**config.mk**
```make
export PLATFORM = sky130hd
export DESIGN_NAME = beat_grid_line_generator
export DESIGN_NICKNAME = d
export VERILOG_FILES = /design/src/rtl/bgl_pkg.sv /design/src/rtl/bgl_fifo.sv /design/src/rtl/bgl_div.sv /design/src/rtl/bgl_front.sv /design/src/rtl/bgl_back.sv /design/src/rtl/beat_grid_line_generator.sv
export SDC_FILE = /design/constraint.sdc
export NUM_CORES = 2
export LEC_CHECK = 0
export BUFFER_PORTS_ARGS = -buffer_cell sky130_fd_sc_hd__buf_2
export CAP_MARGIN = 20
export CORE_MARGIN = 1
export CORE_UTILIZATION = 45
export DETAILED_ROUTE_END_ITERATION = 6
export PLACE_DENSITY = 0.6
export SYNTH_ARGS = -nofsm -noshare
export SYNTH_HDL_FRONTEND = slang
export SYNTH_SLANG_ARGS = --single-unit
```
**constraint.sdc**
```tcl
create_clock -name clk -period 38.2 [get_ports clk]
set_input_delay 7.64 -clock clk [delete_from_list [all_inputs] [get_ports clk]]
set_output_delay 7.64 -clock clk [all_outputs]
set_load 0.005 [all_outputs]
```
**src/rtl/bgl_pkg.sv**
```systemverilog
// Beat grid line generator: shared widths, register and kind codes, payload types.
// Used by every module of the block but bgl_fifo; depends on nothing.
package bgl_pkg;

  localparam int SAMPLE_BITS   = 48;
  localparam int SPB_FRAC_BITS = 16;
  localparam int SPB_W         = 40;
  localparam int DIV_W         = 8;
  localparam int BPB_W         = 5;
  localparam int MOD_W         = 13;   // division * beats_per_bar <= 255 * 31
  localparam int MAX_LINES_DEF = 64;
  localparam int FIFO_DEPTH    = 2;

  localparam int DEN_W  = DIV_W + SPB_FRAC_BITS;
  localparam int XW     = SPB_W + 7;              // r + 64 * spb
  localparam int FX_W   = XW - SPB_FRAC_BITS;
  localparam int QS_W   = SPB_W - SPB_FRAC_BITS;
  localparam int DVD_W  = SAMPLE_BITS + DIV_W + SPB_FRAC_BITS;
  localparam int CNT_W  = $clog2(DVD_W + 1);
  localparam int CMP_W  = ((FX_W + 1 > SAMPLE_BITS) ? FX_W + 1 : SAMPLE_BITS) + 1;
  localparam int CFG_W  = (SPB_W > SAMPLE_BITS) ? SPB_W : SAMPLE_BITS;
  localparam int CFG_IDX_W = 2;

  localparam logic [CFG_IDX_W-1:0] REG_SPB = 2'd0;
  localparam logic [CFG_IDX_W-1:0] REG_ORG = 2'd1;
  localparam logic [CFG_IDX_W-1:0] REG_BPB = 2'd2;

  localparam logic [SPB_W-1:0] SPB_RESET = 40'd1572864000;
  localparam logic [BPB_W-1:0] BPB_RESET = 5'd4;

  localparam logic [1:0] KIND_BAR  = 2'd0;
  localparam logic [1:0] KIND_BEAT = 2'd1;
  localparam logic [1:0] KIND_SUB  = 2'd2;

  typedef struct packed {
    logic signed [SAMPLE_BITS-1:0] window_first;
    logic signed [SAMPLE_BITS-1:0] window_last;
    logic [DIV_W-1:0]              division;
  } in_t;

  typedef struct packed {
    logic signed [SAMPLE_BITS-1:0] line_sample;
    logic signed [SAMPLE_BITS-1:0] line_index;
    logic [1:0]                    kind;
    logic                          is_last;
    logic                          truncated;
    logic                          empty_res;
  } out_t;

  // Query handed from front to back.
  typedef struct packed {
    logic                   empty;
    logic                   neg;
    logic [SAMPLE_BITS-1:0] first;
    logic [SAMPLE_BITS-1:0] span;
    logic [SAMPLE_BITS-1:0] mag;
    logic [SAMPLE_BITS-1:0] klo;
    logic [DIV_W-1:0]       div;
    logic [BPB_W-1:0]       bpb;
    logic [QS_W-1:0]        qs;
    logic [DEN_W-1:0]       rs;
    logic [FX_W-1:0]        fx0;
    logic [DEN_W-1:0]       rx0;
    logic [BPB_W-1:0]       bq;
    logic [DIV_W-1:0]       sr;
  } cmd_t;

  typedef struct packed {
    logic step;
    logic qbit;
    logic done;
  } div_stat_t;

endpackage

```
**src/rtl/bgl_fifo.sv**
```systemverilog
// Small register queue used between the block's parts.
// Generic over the item type; uses no package items.
module bgl_fifo #(
  parameter type T     = logic,
  parameter int  DEPTH = 2
) (
  input  logic clk,
  input  logic rst_n,
  input  logic push,
  input  T     wdata,
  output logic full,
  input  logic pop,
  output T     rdata,
  output logic empty
);
  localparam int PW = (DEPTH > 1) ? $clog2(DEPTH) : 1;
  localparam int CW = $clog2(DEPTH + 1);

  T                mem_r [DEPTH];
  logic [PW-1:0]   wr_r, rd_r;
  logic [CW-1:0]   cnt_r;
  logic            do_push, do_pop;

  assign full    = (cnt_r == CW'(DEPTH));
  assign empty   = (cnt_r == '0);
  assign do_push = push && !full;
  assign do_pop  = pop && !empty;
  assign rdata   = mem_r[rd_r];

  always_ff @(posedge clk) begin
    if (!rst_n) begin
      wr_r  <= '0;
      rd_r  <= '0;
      cnt_r <= '0;
    end else begin
      if (do_push) begin
        wr_r <= (wr_r == PW'(DEPTH - 1)) ? '0 : wr_r + 1'b1;
      end
      if (do_pop) begin
        rd_r <= (rd_r == PW'(DEPTH - 1)) ? '0 : rd_r + 1'b1;
      end
      if (do_push && !do_pop) begin
        cnt_r <= cnt_r + 1'b1;
      end else if (do_pop && !do_push) begin
        cnt_r <= cnt_r - 1'b1;
      end
    end
  end

  always_ff @(posedge clk) begin
    if (do_push) begin
      mem_r[wr_r] <= wdata;
    end
  end

endmodule

```
**src/rtl/bgl_div.sv**
```systemverilog
// Radix-2 restoring divider, one quotient bit per cycle, shared by the front.
// Depends on bgl_pkg.
module bgl_div (
  input  logic                                clk,
  input  logic                                rst_n,
  input  logic                                start,
  input  logic [bgl_pkg::DVD_W-1:0]           dividend,
  input  logic [bgl_pkg::CNT_W-1:0]           nbits,
  input  logic [bgl_pkg::SPB_W-1:0]           divisor,
  output bgl_pkg::div_stat_t                  stat,
  output logic [bgl_pkg::SAMPLE_BITS-1:0]     quo,
  output logic [bgl_pkg::SPB_W-1:0]           rem
);
  import bgl_pkg::*;

  logic [DVD_W-1:0]       dvd_r;
  logic [SPB_W-1:0]       dsr_r, rem_r;
  logic [SAMPLE_BITS-1:0] quo_r;
  logic [CNT_W-1:0]       cnt_r;
  logic                   busy_r, done_r;
  logic [SPB_W:0]         trial, diff;
  logic                   ge;

  assign trial = {rem_r, dvd_r[DVD_W-1]};
  assign ge    = (trial >= {1'b0, dsr_r});
  assign diff  = trial - {1'b0, dsr_r};

  assign stat.step = busy_r;
  assign stat.qbit = ge;
  assign stat.done = done_r;
  assign quo = quo_r;
  assign rem = rem_r;

  always_ff @(posedge clk) begin
    if (!rst_n) begin
      busy_r <= 1'b0;
      done_r <= 1'b0;
      cnt_r  <= '0;
    end else begin
      done_r <= 1'b0;
      if (start) begin
        busy_r <= 1'b1;
        cnt_r  <= nbits;
      end else if (busy_r) begin
        cnt_r <= cnt_r - 1'b1;
        if (cnt_r == CNT_W'(1)) begin
          busy_r <= 1'b0;
          done_r <= 1'b1;
        end
      end
    end
  end

  always_ff @(posedge clk) begin
    if (start) begin
      dvd_r <= dividend << (CNT_W'(DVD_W) - nbits);
      dsr_r <= divisor;
      rem_r <= '0;
      quo_r <= '0;
    end else if (busy_r) begin
      rem_r <= ge ? diff[SPB_W-1:0] : trial[SPB_W-1:0];
      quo_r <= {quo_r[SAMPLE_BITS-2:0], ge};
      dvd_r <= dvd_r << 1;
    end
  end

endmodule

```
**src/rtl/bgl_front.sv**
```systemverilog
// Front part: accepts a query, finds the start index and the step constants.
// Depends on bgl_pkg and bgl_div.
module bgl_front (
  input  logic                                 clk,
  input  logic                                 rst_n,
  input  logic                                 in_push,
  input  bgl_pkg::in_t                         in_data,
  output logic                                 in_full,
  input  logic [bgl_pkg::SPB_W-1:0]            spb,
  input  logic [bgl_pkg::SAMPLE_BITS-1:0]      org,
  input  logic [bgl_pkg::BPB_W-1:0]            bpb,
  input  logic                                 mid_full,
  output logic                                 mid_push,
  output bgl_pkg::cmd_t                        mid_data
);
  import bgl_pkg::*;

  localparam int S = SAMPLE_BITS;
  localparam int F = SPB_FRAC_BITS;

  localparam logic [3:0] ST_IDLE = 4'd0;
  localparam logic [3:0] ST_MUL  = 4'd1;
  localparam logic [3:0] ST_QGO  = 4'd2;
  localparam logic [3:0] ST_QRUN = 4'd3;
  localparam logic [3:0] ST_FIX  = 4'd4;
  localparam logic [3:0] ST_SGO  = 4'd5;
  localparam logic [3:0] ST_SRUN = 4'd6;
  localparam logic [3:0] ST_RGO  = 4'd7;
  localparam logic [3:0] ST_RRUN = 4'd8;
  localparam logic [3:0] ST_BGO  = 4'd9;
  localparam logic [3:0] ST_BRUN = 4'd10;
  localparam logic [3:0] ST_PUSH = 4'd11;

  logic [3:0]         state_r, state_nxt;
  logic               empty_r, neg_r;
  logic [S-1:0]       first_r, span_r, mag_r, klo_r;
  logic [DIV_W-1:0]   div_r, sr_r;
  logic [BPB_W-1:0]   bpb_r, bq_r;
  logic [MOD_W-1:0]   modm_r, qm_r, basem_r;
  logic [SPB_W-1:0]   spb_r, r_r;
  logic [S+DIV_W-1:0] prod_r;
  logic [QS_W-1:0]    qs_r;
  logic [DEN_W-1:0]   rs_r, rx0_r;
  logic [FX_W-1:0]    fx0_r;

  logic               accept;
  logic [DIV_W-1:0]   divq;
  logic [S:0]         dorg;
  logic               dneg;
  logic [S:0]         dabs;
  logic [MOD_W:0]     qm_t;

  logic               div_start;
  logic [DVD_W-1:0]   div_dividend;
  logic [CNT_W-1:0]   div_nbits;
  logic [SPB_W-1:0]   div_divisor;
  div_stat_t          div_stat;
  logic [S-1:0]       div_quo;
  logic [SPB_W-1:0]   div_rem;

  logic               c;
  logic [MOD_W:0]     bm_t;

  bgl_div u_div (
    .clk      (clk),
    .rst_n    (rst_n),
    .start    (div_start),
    .dividend (div_dividend),
    .nbits    (div_nbits),
    .divisor  (div_divisor),
    .stat     (div_stat),
    .quo      (div_quo),
    .rem      (div_rem)
  );

  assign in_full  = (state_r != ST_IDLE);
  assign accept   = in_push && !in_full;
  assign mid_push = (state_r == ST_PUSH) && !mid_full;

  assign divq = (in_data.division == '0) ? DIV_W'(1) : in_data.division;
  assign dorg = {in_data.window_first[S-1], in_data.window_first} - {org[S-1], org};
  assign dneg = dorg[S];
  assign dabs = dneg ? -dorg : dorg;

  assign qm_t = {qm_r, div_stat.qbit};
  assign c    = (div_rem != '0);
  assign bm_t = {1'b0, qm_r} + (MOD_W + 1)'(c);

  always_comb begin
    div_start    = 1'b0;
    div_dividend = '0;
    div_nbits    = CNT_W'(DVD_W);
    div_divisor  = spb_r;
    case (state_r)
      ST_QGO: begin
        div_start    = 1'b1;
        div_dividend = {prod_r, {F{1'b0}}};
      end
      ST_SGO: begin
        div_start    = 1'b1;
        div_dividend = DVD_W'(spb_r >> F);
        div_nbits    = CNT_W'(QS_W);
        div_divisor  = SPB_W'(div_r);
      end
      ST_RGO: begin
        div_start    = 1'b1;
        div_dividend = DVD_W'(r_r >> F);
        div_nbits    = CNT_W'(QS_W);
        div_divisor  = SPB_W'(div_r);
      end
      ST_BGO: begin
        div_start    = 1'b1;
        div_dividend = DVD_W'(basem_r);
        div_nbits    = CNT_W'(MOD_W);
        div_divisor  = SPB_W'(div_r);
      end
      default: ;
    endcase
  end

  always_comb begin
    state_nxt = state_r;
    unique case (state_r)
      ST_IDLE: if (accept) begin
        state_nxt = (in_data.window_last < in_data.window_first) ? ST_PUSH : ST_MUL;
      end
      ST_MUL:  state_nxt = ST_QGO;
      ST_QGO:  state_nxt = ST_QRUN;
      ST_QRUN: if (div_stat.done) state_nxt = ST_FIX;
      ST_FIX:  state_nxt = ST_SGO;
      ST_SGO:  state_nxt = ST_SRUN;
      ST_SRUN: if (div_stat.done) state_nxt = ST_RGO;
      ST_RGO:  state_nxt = ST_RRUN;
      ST_RRUN: if (div_stat.done) state_nxt = ST_BGO;
      ST_BGO:  state_nxt = ST_BRUN;
      ST_BRUN: if (div_stat.done) state_nxt = ST_PUSH;
      ST_PUSH: if (!mid_full) state_nxt = ST_IDLE;
      default: state_nxt = ST_IDLE;
    endcase
  end

  always_ff @(posedge clk) begin
    if (!rst_n) begin
      state_r <= ST_IDLE;
    end else begin
      state_r <= state_nxt;
    end
  end

  always_ff @(posedge clk) begin
    case (state_r)
      ST_IDLE: if (accept) begin
        empty_r <= (in_data.window_last < in_data.window_first);
        first_r <= in_data.window_first;
        span_r  <= S'(in_data.window_last - in_data.window_first);
        neg_r   <= dneg;
        mag_r   <= dabs[S-1:0];
        div_r   <= divq;
        bpb_r   <= bpb;
        modm_r  <= MOD_W'(divq) * MOD_W'(bpb);
        spb_r   <= spb;
      end
      ST_MUL:  prod_r <= mag_r * div_r;
      ST_QGO:  qm_r <= '0;
      ST_QRUN: if (div_stat.step) begin
        qm_r <= (qm_t >= {1'b0, modm_r}) ? MOD_W'(qm_t - {1'b0, modm_r}) : qm_t[MOD_W-1:0];
      end
      ST_FIX: begin
        if (!neg_r) begin
          klo_r   <= div_quo + S'(c);
          basem_r <= (bm_t >= {1'b0, modm_r}) ? MOD_W'(bm_t - {1'b0, modm_r})
                                              : bm_t[MOD_W-1:0];
          r_r     <= c ? spb_r - div_rem : '0;
        end else begin
          klo_r   <= -div_quo;
          basem_r <= (qm_r == '0) ? '0 : modm_r - qm_r;
          r_r     <= div_rem;
        end
      end
      ST_SRUN: if (div_stat.done) begin
        qs_r <= div_quo[QS_W-1:0];
        rs_r <= {div_rem[DIV_W-1:0], spb_r[F-1:0]};
      end
      ST_RRUN: if (div_stat.done) begin
        fx0_r <= div_quo[FX_W-1:0];
        rx0_r <= {div_rem[DIV_W-1:0], r_r[F-1:0]};
      end
      ST_BRUN: if (div_stat.done) begin
        bq_r <= div_quo[BPB_W-1:0];
        sr_r <= div_rem[DIV_W-1:0];
      end
      default: ;
    endcase
  end

  always_comb begin
    mid_data.empty = empty_r;
    mid_data.neg   = neg_r;
    mid_data.first = first_r;
    mid_data.span  = span_r;
    mid_data.mag   = mag_r;
    mid_data.klo   = klo_r;
    mid_data.div   = div_r;
    mid_data.bpb   = bpb_r;
    mid_data.qs    = qs_r;
    mid_data.rs    = rs_r;
    mid_data.fx0   = fx0_r;
    mid_data.rx0   = rx0_r;
    mid_data.bq    = bq_r;
    mid_data.sr    = sr_r;
  end

endmodule

```
**src/rtl/bgl_back.sv**
```systemverilog
// Back part: steps through grid lines of one query, one line per cycle while the result queue has room.
// Depends on bgl_pkg.
module bgl_back #(
  parameter int MAX_LINES = bgl_pkg::MAX_LINES_DEF
) (
  input  logic           clk,
  input  logic           rst_n,
  input  logic           mid_empty,
  input  bgl_pkg::cmd_t  mid_data,
  output logic           mid_pop,
  input  logic           out_full,
  output logic           out_push,
  output bgl_pkg::out_t  out_data
);
  import bgl_pkg::*;

  localparam int S   = SAMPLE_BITS;
  localparam int F   = SPB_FRAC_BITS;
  localparam int J_W = $clog2(MAX_LINES + 1);

  localparam logic B_IDLE = 1'b0;
  localparam logic B_RUN  = 1'b1;

  logic             state_r;
  cmd_t             c_r;
  logic [FX_W-1:0]  fx_r;
  logic [DEN_W-1:0] rx_r;
  logic [J_W-1:0]   j_r;
  logic [S-1:0]     k_r;
  logic [BPB_W-1:0] beat_r;
  logic [DIV_W-1:0] subd_r;
  out_t             pend_r;

  logic             step;
  logic [DEN_W-1:0] den;
  logic [DEN_W:0]   tworx, rx_sum;
  logic             vneg, up, ok, carry;
  logic [CMP_W-1:0] off;
  out_t             line, empty_item;

  assign step  = (state_r == B_RUN) && !out_full;
  assign den   = {c_r.div, {F{1'b0}}};
  assign tworx = {rx_r, 1'b0};
  assign vneg  = c_r.neg && (CMP_W'(fx_r) < CMP_W'(c_r.mag));
  assign up    = vneg ? (tworx > {1'b0, den}) : (tworx >= {1'b0, den});
  assign off   = CMP_W'(fx_r) + CMP_W'(up);
  assign ok    = (off <= CMP_W'(c_r.span));

  assign rx_sum = {1'b0, rx_r} + {1'b0, c_r.rs};
  assign carry  = (rx_sum >= {1'b0, den});

  assign mid_pop = (state_r == B_IDLE) && !mid_empty;

  always_comb begin
    line.line_sample = c_r.first + off[S-1:0];
    line.line_index  = k_r;
    if (subd_r != '0) begin
      line.kind = KIND_SUB;
    end else if (beat_r == '0) begin
      line.kind = KIND_BAR;
    end else begin
      line.kind = KIND_BEAT;
    end
    line.is_last   = 1'b0;
    line.truncated = 1'b0;
    line.empty_res = 1'b0;

    empty_item = '0;
    empty_item.is_last   = 1'b1;
    empty_item.empty_res = 1'b1;
  end

  // Hold one line back so its is_last flag is known when it leaves.
  always_comb begin
    out_push = 1'b0;
    out_data = pend_r;
    if (step) begin
      if (c_r.empty || (j_r == '0 && !ok)) begin
        out_push = 1'b1;
        out_data = empty_item;
      end else if (j_r != '0) begin
        out_push = 1'b1;
        if (!(ok && j_r != J_W'(MAX_LINES))) begin
          out_data.is_last   = 1'b1;
          out_data.truncated = ok;
        end
      end
    end
  end

  always_ff @(posedge clk) begin
    if (!rst_n) begin
      state_r <= B_IDLE;
    end else if (mid_pop) begin
      state_r <= B_RUN;
    end else if (step) begin
      if (c_r.empty || !ok || j_r == J_W'(MAX_LINES)) begin
        state_r <= B_IDLE;
      end
    end
  end

  always_ff @(posedge clk) begin
    if (mid_pop) begin
      c_r    <= mid_data;
      fx_r   <= mid_data.fx0;
      rx_r   <= mid_data.rx0;
      j_r    <= '0;
      k_r    <= mid_data.klo;
      beat_r <= mid_data.bq;
      subd_r <= mid_data.sr;
    end else if (step) begin
      pend_r <= line;
      j_r    <= j_r + 1'b1;
      k_r    <= k_r + 1'b1;
      fx_r   <= fx_r + FX_W'(c_r.qs) + FX_W'(carry);
      rx_r   <= carry ? DEN_W'(rx_sum - {1'b0, den}) : rx_sum[DEN_W-1:0];
      if (subd_r == c_r.div - 1'b1) begin
        subd_r <= '0;
        beat_r <= (beat_r == c_r.bpb - 1'b1) ? '0 : beat_r + 1'b1;
      end else begin
        subd_r <= subd_r + 1'b1;
      end
    end
  end

endmodule

```
**src/rtl/beat_grid_line_generator.sv**
```systemverilog
// Beat grid line generator, top level: config registers, front, queues, back.
// Front takes a new query only once it has pushed the last; its 1 bit/cycle divider
// works out 72+24+24+13 quotient bits per query, and reversed windows skip it.
// Back: one line per cycle while the result queue has room, up to MAX_LINES lines
// per query.
// Reset: synchronous active-low rst_n clears queues and control, reloads config defaults.
module beat_grid_line_generator #(
  parameter int MAX_LINES = bgl_pkg::MAX_LINES_DEF
) (
  input  logic                              clk,
  input  logic                              rst_n,
  input  logic                              in_push,
  output logic                              in_full,
  input  bgl_pkg::in_t                      in_data,
  input  logic                              out_pop,
  output logic                              out_empty,
  output bgl_pkg::out_t                     out_data,
  input  logic                              cfg_we,
  input  logic [bgl_pkg::CFG_IDX_W-1:0]     cfg_index,
  input  logic [bgl_pkg::CFG_W-1:0]         cfg_data
);
  import bgl_pkg::*;

  // Configuration registers; the user must write them only while idle, the block itself does not enforce it.
  logic [SPB_W-1:0]       spb_r;
  logic [SAMPLE_BITS-1:0] org_r;
  logic [BPB_W-1:0]       bpb_r;
  logic [SPB_W-1:0]       spb_eff;
  logic [BPB_W-1:0]       bpb_eff;

  // Front to back transaction queue.
  logic mid_push, mid_full, mid_pop, mid_empty;
  cmd_t mid_wdata, mid_rdata;

  // Back to result queue.
  logic out_push, out_full;
  out_t out_wdata;

  always_ff @(posedge clk) begin
    if (!rst_n) begin
      spb_r <= SPB_RESET;
      org_r <= '0;
      bpb_r <= BPB_RESET;
    end else if (cfg_we) begin
      unique case (cfg_index)
        REG_SPB: spb_r <= cfg_data[SPB_W-1:0];
        REG_ORG: org_r <= cfg_data[SAMPLE_BITS-1:0];
        REG_BPB: bpb_r <= cfg_data[BPB_W-1:0];
        default: ;
      endcase
    end
  end

  // Zero tempo acts as its smallest step, one LSB; zero bar length acts as one.
  assign spb_eff = (spb_r == '0) ? SPB_W'(1) : spb_r;
  assign bpb_eff = (bpb_r == '0) ? BPB_W'(1) : bpb_r;

  bgl_front u_front (
    .clk      (clk),
    .rst_n    (rst_n),
    .in_push  (in_push),
    .in_data  (in_data),
    .in_full  (in_full),
    .spb      (spb_eff),
    .org      (org_r),
    .bpb      (bpb_eff),
    .mid_full (mid_full),
    .mid_push (mid_push),
    .mid_data (mid_wdata)
  );

  bgl_fifo #(.T(cmd_t), .DEPTH(FIFO_DEPTH)) u_mid_q (
    .clk   (clk),
    .rst_n (rst_n),
    .push  (mid_push),
    .wdata (mid_wdata),
    .full  (mid_full),
    .pop   (mid_pop),
    .rdata (mid_rdata),
    .empty (mid_empty)
  );

  bgl_back #(.MAX_LINES(MAX_LINES)) u_back (
    .clk       (clk),
    .rst_n     (rst_n),
    .mid_empty (mid_empty),
    .mid_data  (mid_rdata),
    .mid_pop   (mid_pop),
    .out_full  (out_full),
    .out_push  (out_push),
    .out_data  (out_wdata)
  );

  // Result queue parts the back from the consumer's pop.
  bgl_fifo #(.T(out_t), .DEPTH(FIFO_DEPTH)) u_out_q (
    .clk   (clk),
    .rst_n (rst_n),
    .push  (out_push),
    .wdata (out_wdata),
    .full  (out_full),
    .pop   (out_pop),
    .rdata (out_data),
    .empty (out_empty)
  );

endmodule
```
After elaboration in Yosys (flattened, before gate mapping)
Memory sizes are Yosys's and may differ from the RTL's. A register that Yosys moved wholly into a read port is not among the register bits.
Cells that the tools add are included.
{"block": "op_classes", "order_cmp": 9, "bitwise_logic": 4, "muxes": 77, "n_eq_ne": 27, "shifts": 1, "reduce_logical": 65, "mul": 2, "add_sub_neg": 33}
{"op": "$pmux W72 S4", "count": 1}
{"op": "$mux W48", "count": 4}
{"op": "$mux W72", "count": 2}
{"op": "$mux W40", "count": 3}
{"op": "$mux W101", "count": 1}
{"op": "$mux W98", "count": 1}
{"op": "$neg A48 Y48", "count": 2}
{"op": "$sub A40 B40 Y40", "count": 2}
{"op": "$mux W24", "count": 3}
{"op": "$shl A72 B7 Y72", "count": 1}
{"op": "$mux W13", "count": 5}
{"op": "$mux W31", "count": 2}
{"op": "$mul A48 B8 Y56", "count": 1}
{"op": "$ge A25 B24 Y1", "count": 2}
{"op": "$le A49 B48 Y1", "count": 1}
{"op": "$sub A48 B48 Y49", "count": 1}
{"op": "$add A48 B1 Y48", "count": 1}
{"op": "$add A48 B1 Y48 const B", "count": 1}
{"op": "$add A48 B48 Y48", "count": 1}
{"op": "$lt A31 B48 Y1", "count": 1}
{"op": "$lt A48 B48 Y1", "count": 1}
{"op": "$pmux W4 S12", "count": 1}
{"op": "$sub A48 B48 Y48", "count": 1}
{"op": "$ge A41 B40 Y1", "count": 1}
{"op": "other kinds (62)", "count": 178}
{"block": "word_totals", "output_inout_bits": 103, "mem_bits_rw": 848, "register_bits": 1241, "memories": 2, "inputBits": 159, "wordCells": 277}
{"name": "u_mid_q.mem_r", "depth": 2, "word_bits": 323, "rd": 1, "rd_ports_with_merged_regs": 1, "wr": 1, "line_no": "bgl_fifo.sv:19", "source": "T mem_r [DEPTH];"}
{"name": "u_out_q.mem_r", "depth": 2, "word_bits": 101, "rd": 1, "rd_ports_with_merged_regs": 1, "wr": 1, "line_no": "bgl_fifo.sv:19"}

Longest topological paths before layout
{"block": "depth", "ltp_word": 15, "ltp_mapped": 38, "depth_no_buf": 37}

By module
A second synthesis with hierarchy kept.
{"block": "hier_totals", "hier_cells": 9745, "area_unflattened_um2": 116591.8}
{"mod": "bgl_front", "area_per_inst_um2": 42590.8, "cells_each": 4275, "instances": 1, "seq_area_each_um2": 15034.4}
{"mod": "bgl_fifo (u_mid_q)", "area_per_inst_um2": 24657.4, "cells_each": 1030, "instances": 1, "seq_area_each_um2": 19498.7}
{"mod": "bgl_back", "area_per_inst_um2": 23498.8, "cells_each": 2072, "instances": 1, "seq_area_each_um2": 12802.3}
{"mod": "bgl_div", "area_per_inst_um2": 14576.5, "cells_each": 1568, "instances": 1, "seq_area_each_um2": 5305.1}
{"mod": "bgl_fifo (u_out_q)", "area_per_inst_um2": 7551.0, "cells_each": 339, "instances": 1, "seq_area_each_um2": 6165.9}
{"mod": "beat_grid_line_generator", "area_per_inst_um2": 3717.3, "cells_each": 461, "instances": 1, "seq_area_each_um2": 1861.8}

Worst setup path after synthesis
OpenSTA, ideal clock, no wires.
{"block": "synth_path", "path_kind": "flip-flop to flip-flop", "start": "reg u_front.state_r[1]", "end": "reg u_mid_q.wr_r", "period_less_slack_ps": 33250, "setup_time_ps": 177, "path_buffers": 1, "path_slack_ps": 4950, "arrival_time_ps": 33073, "path_stages_with_launch": 5, "t_required_ps": 38023, "cell_sequence": "dfxtp_1 > clkbuf_1 > nand2_1 > nor4_1 > o21a_1"}
{"block": "synth_between", "elab_chain_len": 3}
{"item": "start, declared", "line_no": "bgl_front.sv:34", "source": "logic [3:0] state_r, state_nxt;"}
{"item": "start signal, assigned", "line_no": "bgl_front.sv:146", "source": "state_r <= state_nxt;"}
{"item": "$eq A4 B4 Y1", "line_no": "bgl_front.sv:78", "source": "assign mid_push = (state_r == ST_PUSH) && !mid_full;"}
{"item": "$logic_and A1 B1 Y1", "line_no": "bgl_front.sv:78"}
{"item": "$logic_and A1 B1 Y1", "line_no": "bgl_fifo.sv:26", "source": "assign do_push = push && !full;"}
{"item": "end signal, assigned", "line_no": "bgl_fifo.sv:37", "source": "wr_r <= (wr_r == PW'(DEPTH - 1)) ? '0 : wr_r + 1'b1;"}
{"item": "end, declared", "line_no": "bgl_fifo.sv:20", "source": "logic [PW-1:0] wr_r, rd_r;"}
No other way between the ends.
A chain may end at the register's enable or synchronous reset.

Final worst setup path
{"block": "layout_path", "start": "in in_data[56] (netlist name)", "end": "reg u_front.mag_r[32], data pin"}
{"block": "layout_between", "elab_chain_len": 3}
{"item": "start, declared", "line_no": "beat_grid_line_generator.sv:14", "source": "input bgl_pkg::in_t in_data,"}
{"item": "$sub A48 B48 Y49 *", "line_no": "bgl_front.sv:81", "source": "assign dorg = {in_data.window_first[S-1], in_data.window_first} - {org[S-1], org};"}
{"item": "$neg A48 Y48", "line_no": "bgl_front.sv:83", "source": "assign dabs = dneg ? -dorg : dorg;"}
{"item": "$mux W48 *", "line_no": "bgl_front.sv:83"}
{"item": "via u_front.dabs[32]", "line_no": "bgl_front.sv:50", "source": "logic [S:0] dabs;"}
{"item": "end signal, assigned", "line_no": "bgl_front.sv:157", "source": "mag_r <= dabs[S-1:0];"}
{"item": "end, declared", "line_no": "bgl_front.sv:36", "source": "logic [S-1:0] first_r, span_r, mag_r, klo_r;"}
Mark *: on every way through the listed nets, which the timed path passes. The rest lies on a longest branch.

==> results.cfg <==
[synth]
synthCells = 9117
async_flop_share = 0
syn_area_um2 = 110000
ys_seq_elements = 2091
synth-seq-area-share = 0.553
syn_area_per_cell_um2 = 12.0
yosys_warnings = 0
ys_types = 87
synth-edff-count = 1879
ys_dominant_reg_cell = edfxtp_1
syn-num-nets = 10100

[sta]
fin_crit_ns = 12.03
rsz0062_at_grt = false
hold_viol = 0
tns_ns = 0
fmax_mhz = 83.1
fin_skew_ns = 0.0762
tightest_slew_ns = 1.11
drv_slew = 0
relSlewSlack = 0.249
setup_viol = 0
timing.final.crit_share = 0.315

[setup_path]
path_cells = buf_2 -> inv_1 -> ha_1 -> inv_1 -> fa_1 -> a211oi_2 -> nor4b_1 -> o21ai_0 -> nand3_1 -> a211oi_1 -> o21ai_0 -> a311o_1 -> a21oi_1 -> nand2b_1 -> a31oi_1 -> buf_4 -> clkinv_1 -> o21ai_0 -> xnor2_1
cp.required_ns = 38.76
critPathMaxFanout = 36
rr_worst_depth = 36
start_kind = input pin
end_kind = flip-flop
rr_startpoint = u_back.rx_r[0]$_DFFE_PP_
max_stage_delay_ns = 0.58
worst_path_max_delay_cell = a211oi_1
worstPathArrival_ns = 12.59
crit_type = input pin to flip-flop
r2r-end = u_back.fx_r[30]$_DFFE_PP_
r2r_slack_ns = 29.08
cpMostUsedCell = o21ai_0

[finish]
n_fill_cell = 21100
multiInputGateArea_um2 = 45200
layout-drive-gt1-share = 0.114
area_growth_pct = 11.2
register_area_um2 = 60700
nets = 10300

[flow_run]
maxCapViolations = 0

[global_routing]
grt-ovfl-total = 0
grt_pass1_vias = 69900
grt_antenna_before_repair = 12
grt_pass1_wl_mm = 433
grt_max_degree = 138
track_usage = 0.232

[clock_tree]
cts_sinks = 2091
cts_max_path_buffers = 3
hold_buffers = 0
cts_setup_buffers = 0
insertion_delay_ns = 0.89
cts_made_buffers = 221
htree_levels = 4
post_cts_resized = 0
cts_tree = done
root_buffer = clkbuf_16
clk_pin_slew_worst_paths_ns = 0.06

[place]
numPortBuffers = 261
gp_congestion = 0.928
dp_hpwl_mm = 206

[die]
initial_core_util = 0.455
die_width_um = 496
io_pins = 262
rows = 180
die_area_um2 = 246000
chipHeight_um = 496
core_region_area_um2 = 241000

[run_status]
status = finished with violations
failed_checks = DRC

[min_path]
hp-class = flip-flop to flip-flop
min_to = u_front.rx0_r[13]$_DFFE_PP_
holdPathStages = 0
hp-start = u_front.r_r[13]$_DFFE_PP_

[routing]
remaining_drc_errors = 3
vias = 70700
ant_nets = 0
first_pass_iters = 7
wirelength_mm = 286
initialDrtViolationCount = 5722
avgViaCountPerCell = 5.58
route.detailed.wl_per_inst_um = 22.5
-- cells in the final DEF, fill, tap and decap left out, types with 199 or more instances in the layout --
cell type and count:
edfxtp_1 1879, nand2_1 839, inv_1 677, ha_1 488
a21oi_1 486, nor2_1 452, o21ai_0 432, xnor2_1 340
mux2_2 325, fa_1 306, buf_2 260, clkbuf_16 230
a21o_1 211, dfxtp_1 209, and2_1 206, xor2_1 201
mux2i_1 199
-- worst max-delay path, delay by kind of cell --
kind / cells / cell delay [ns]
fa+ha+maj: 2 / 0.56
compound gates: 8 / 2.65
buf+inv: 5 / 1.01
simple gates: 3 / 0.51
xor+xnor: 1 / 0.19
-- state kept, by name, indices dropped and copies added, names as in the netlist, 48 cells and up, named ones only --
register / flops
org_r: 48
u_back.c_r: 207
u_back.pend_r: 98
u_front.u_div.dvd_r: 72
u_front.prod_r: 56
u_front.span_r: 48
u_out_q.mem_r: 202
u_front.mag_r: 48
u_back.k_r: 48
u_front.first_r: 48
u_mid_q.mem_r: 646
u_front.klo_r: 48
u_front.u_div.quo: 48
-- Yosys cell counts (80+ instances only) --
cell      instances  area (um^2)
o21ai_0         433         2170
a21boi_0        101          758
nand3_1         135          676
nor2_1          454         1700
clkbuf_1        367         1380
ha_1            489         6120
mux2i_1         199         1990
nor3_1           80          400
a21o_1          211         1580
nand2_1         841         3160
edfxtp_1       1879        56400
nand4_1          85          532
mux2_2          325         3660
a21oi_1         487         2440
inv_1           677         2540
fa_1            306         6130
dfxtp_1         212         4240
and3_1           98          613
nor2b_1         195         1220
xnor2_1         340         2980
and2_1          208         1300
xor2_1          201         1760
-- worst max-delay path by stage --
| stage | startpoint | to |
|---|---|---|
| after global placement | in_data[56] | u_front.mag_r[24]$_DFFE_PP_ |
| after detailed placement | in_data[56] | u_front.mag_r[32]$_DFFE_PP_ |
| final | in_data[56] | u_front.mag_r[32]$_DFFE_PP_ |
| after floorplan | u_front.state_r[1]$_SDFFE_PN0P_ | u_mid_q.wr_r$_SDFFE_PN0P_ |
| after CTS | in_data[56] | u_front.mag_r[32]$_DFFE_PP_ |
| after global routing | in_data[56] | u_front.mag_r[32]$_DFFE_PP_ |
-- stage by stage --
stage	setup WS (ns)	instance area, um^2	hold WS (ns)	util	cells
global placement	25.52	114000	0.402	0.474	12300
global route	25.89	122000	0.409	0.505	12700
floorplan	4.95	110000	0.400	-	9117
CTS	26.38	122000	0.397	0.505	12700
finish	26.17	122000	0.401	0.505	12700
detailed placement	25.51	114000	0.408	0.474	12300
-- layout make-up --
type / count / area share
antenna: 4 / 0.0000820
clock buffer: 279 / 0.0496
clock inverter: 143 / 0.0127
inverter: 682 / 0.0211
multi-input combinational: 5955 / 0.370
sequential: 2091 / 0.497
tap: 3185 / 0.0327
timing repair buffer: 348 / 0.0165
-- cells by family after synthesis --
logic type | share of synthesized area
XOR/XNOR | 0.0432
AND/OR/NAND/NOR | 0.103
AO/OA/AOI/OAI | 0.101
adder cells (fa/ha/maj) | 0.112
multiplexers | 0.0515
flip-flops | 0.553
buffers and inverters | 0.0367
-- layer usage --
metal  global-route usage  wire length [um]  vias to the layer above
li1                     -                 -                    33100
met1                0.322            128000                    35300
met2                0.374            133000                     1896
met3               0.0283             14500                      413
met4               0.0831             10200                        0
met5                    0                 0                        -
Power is not shown: default switching activity piles up to over one toggle a cycle in this logic, so the estimate is an artifact.
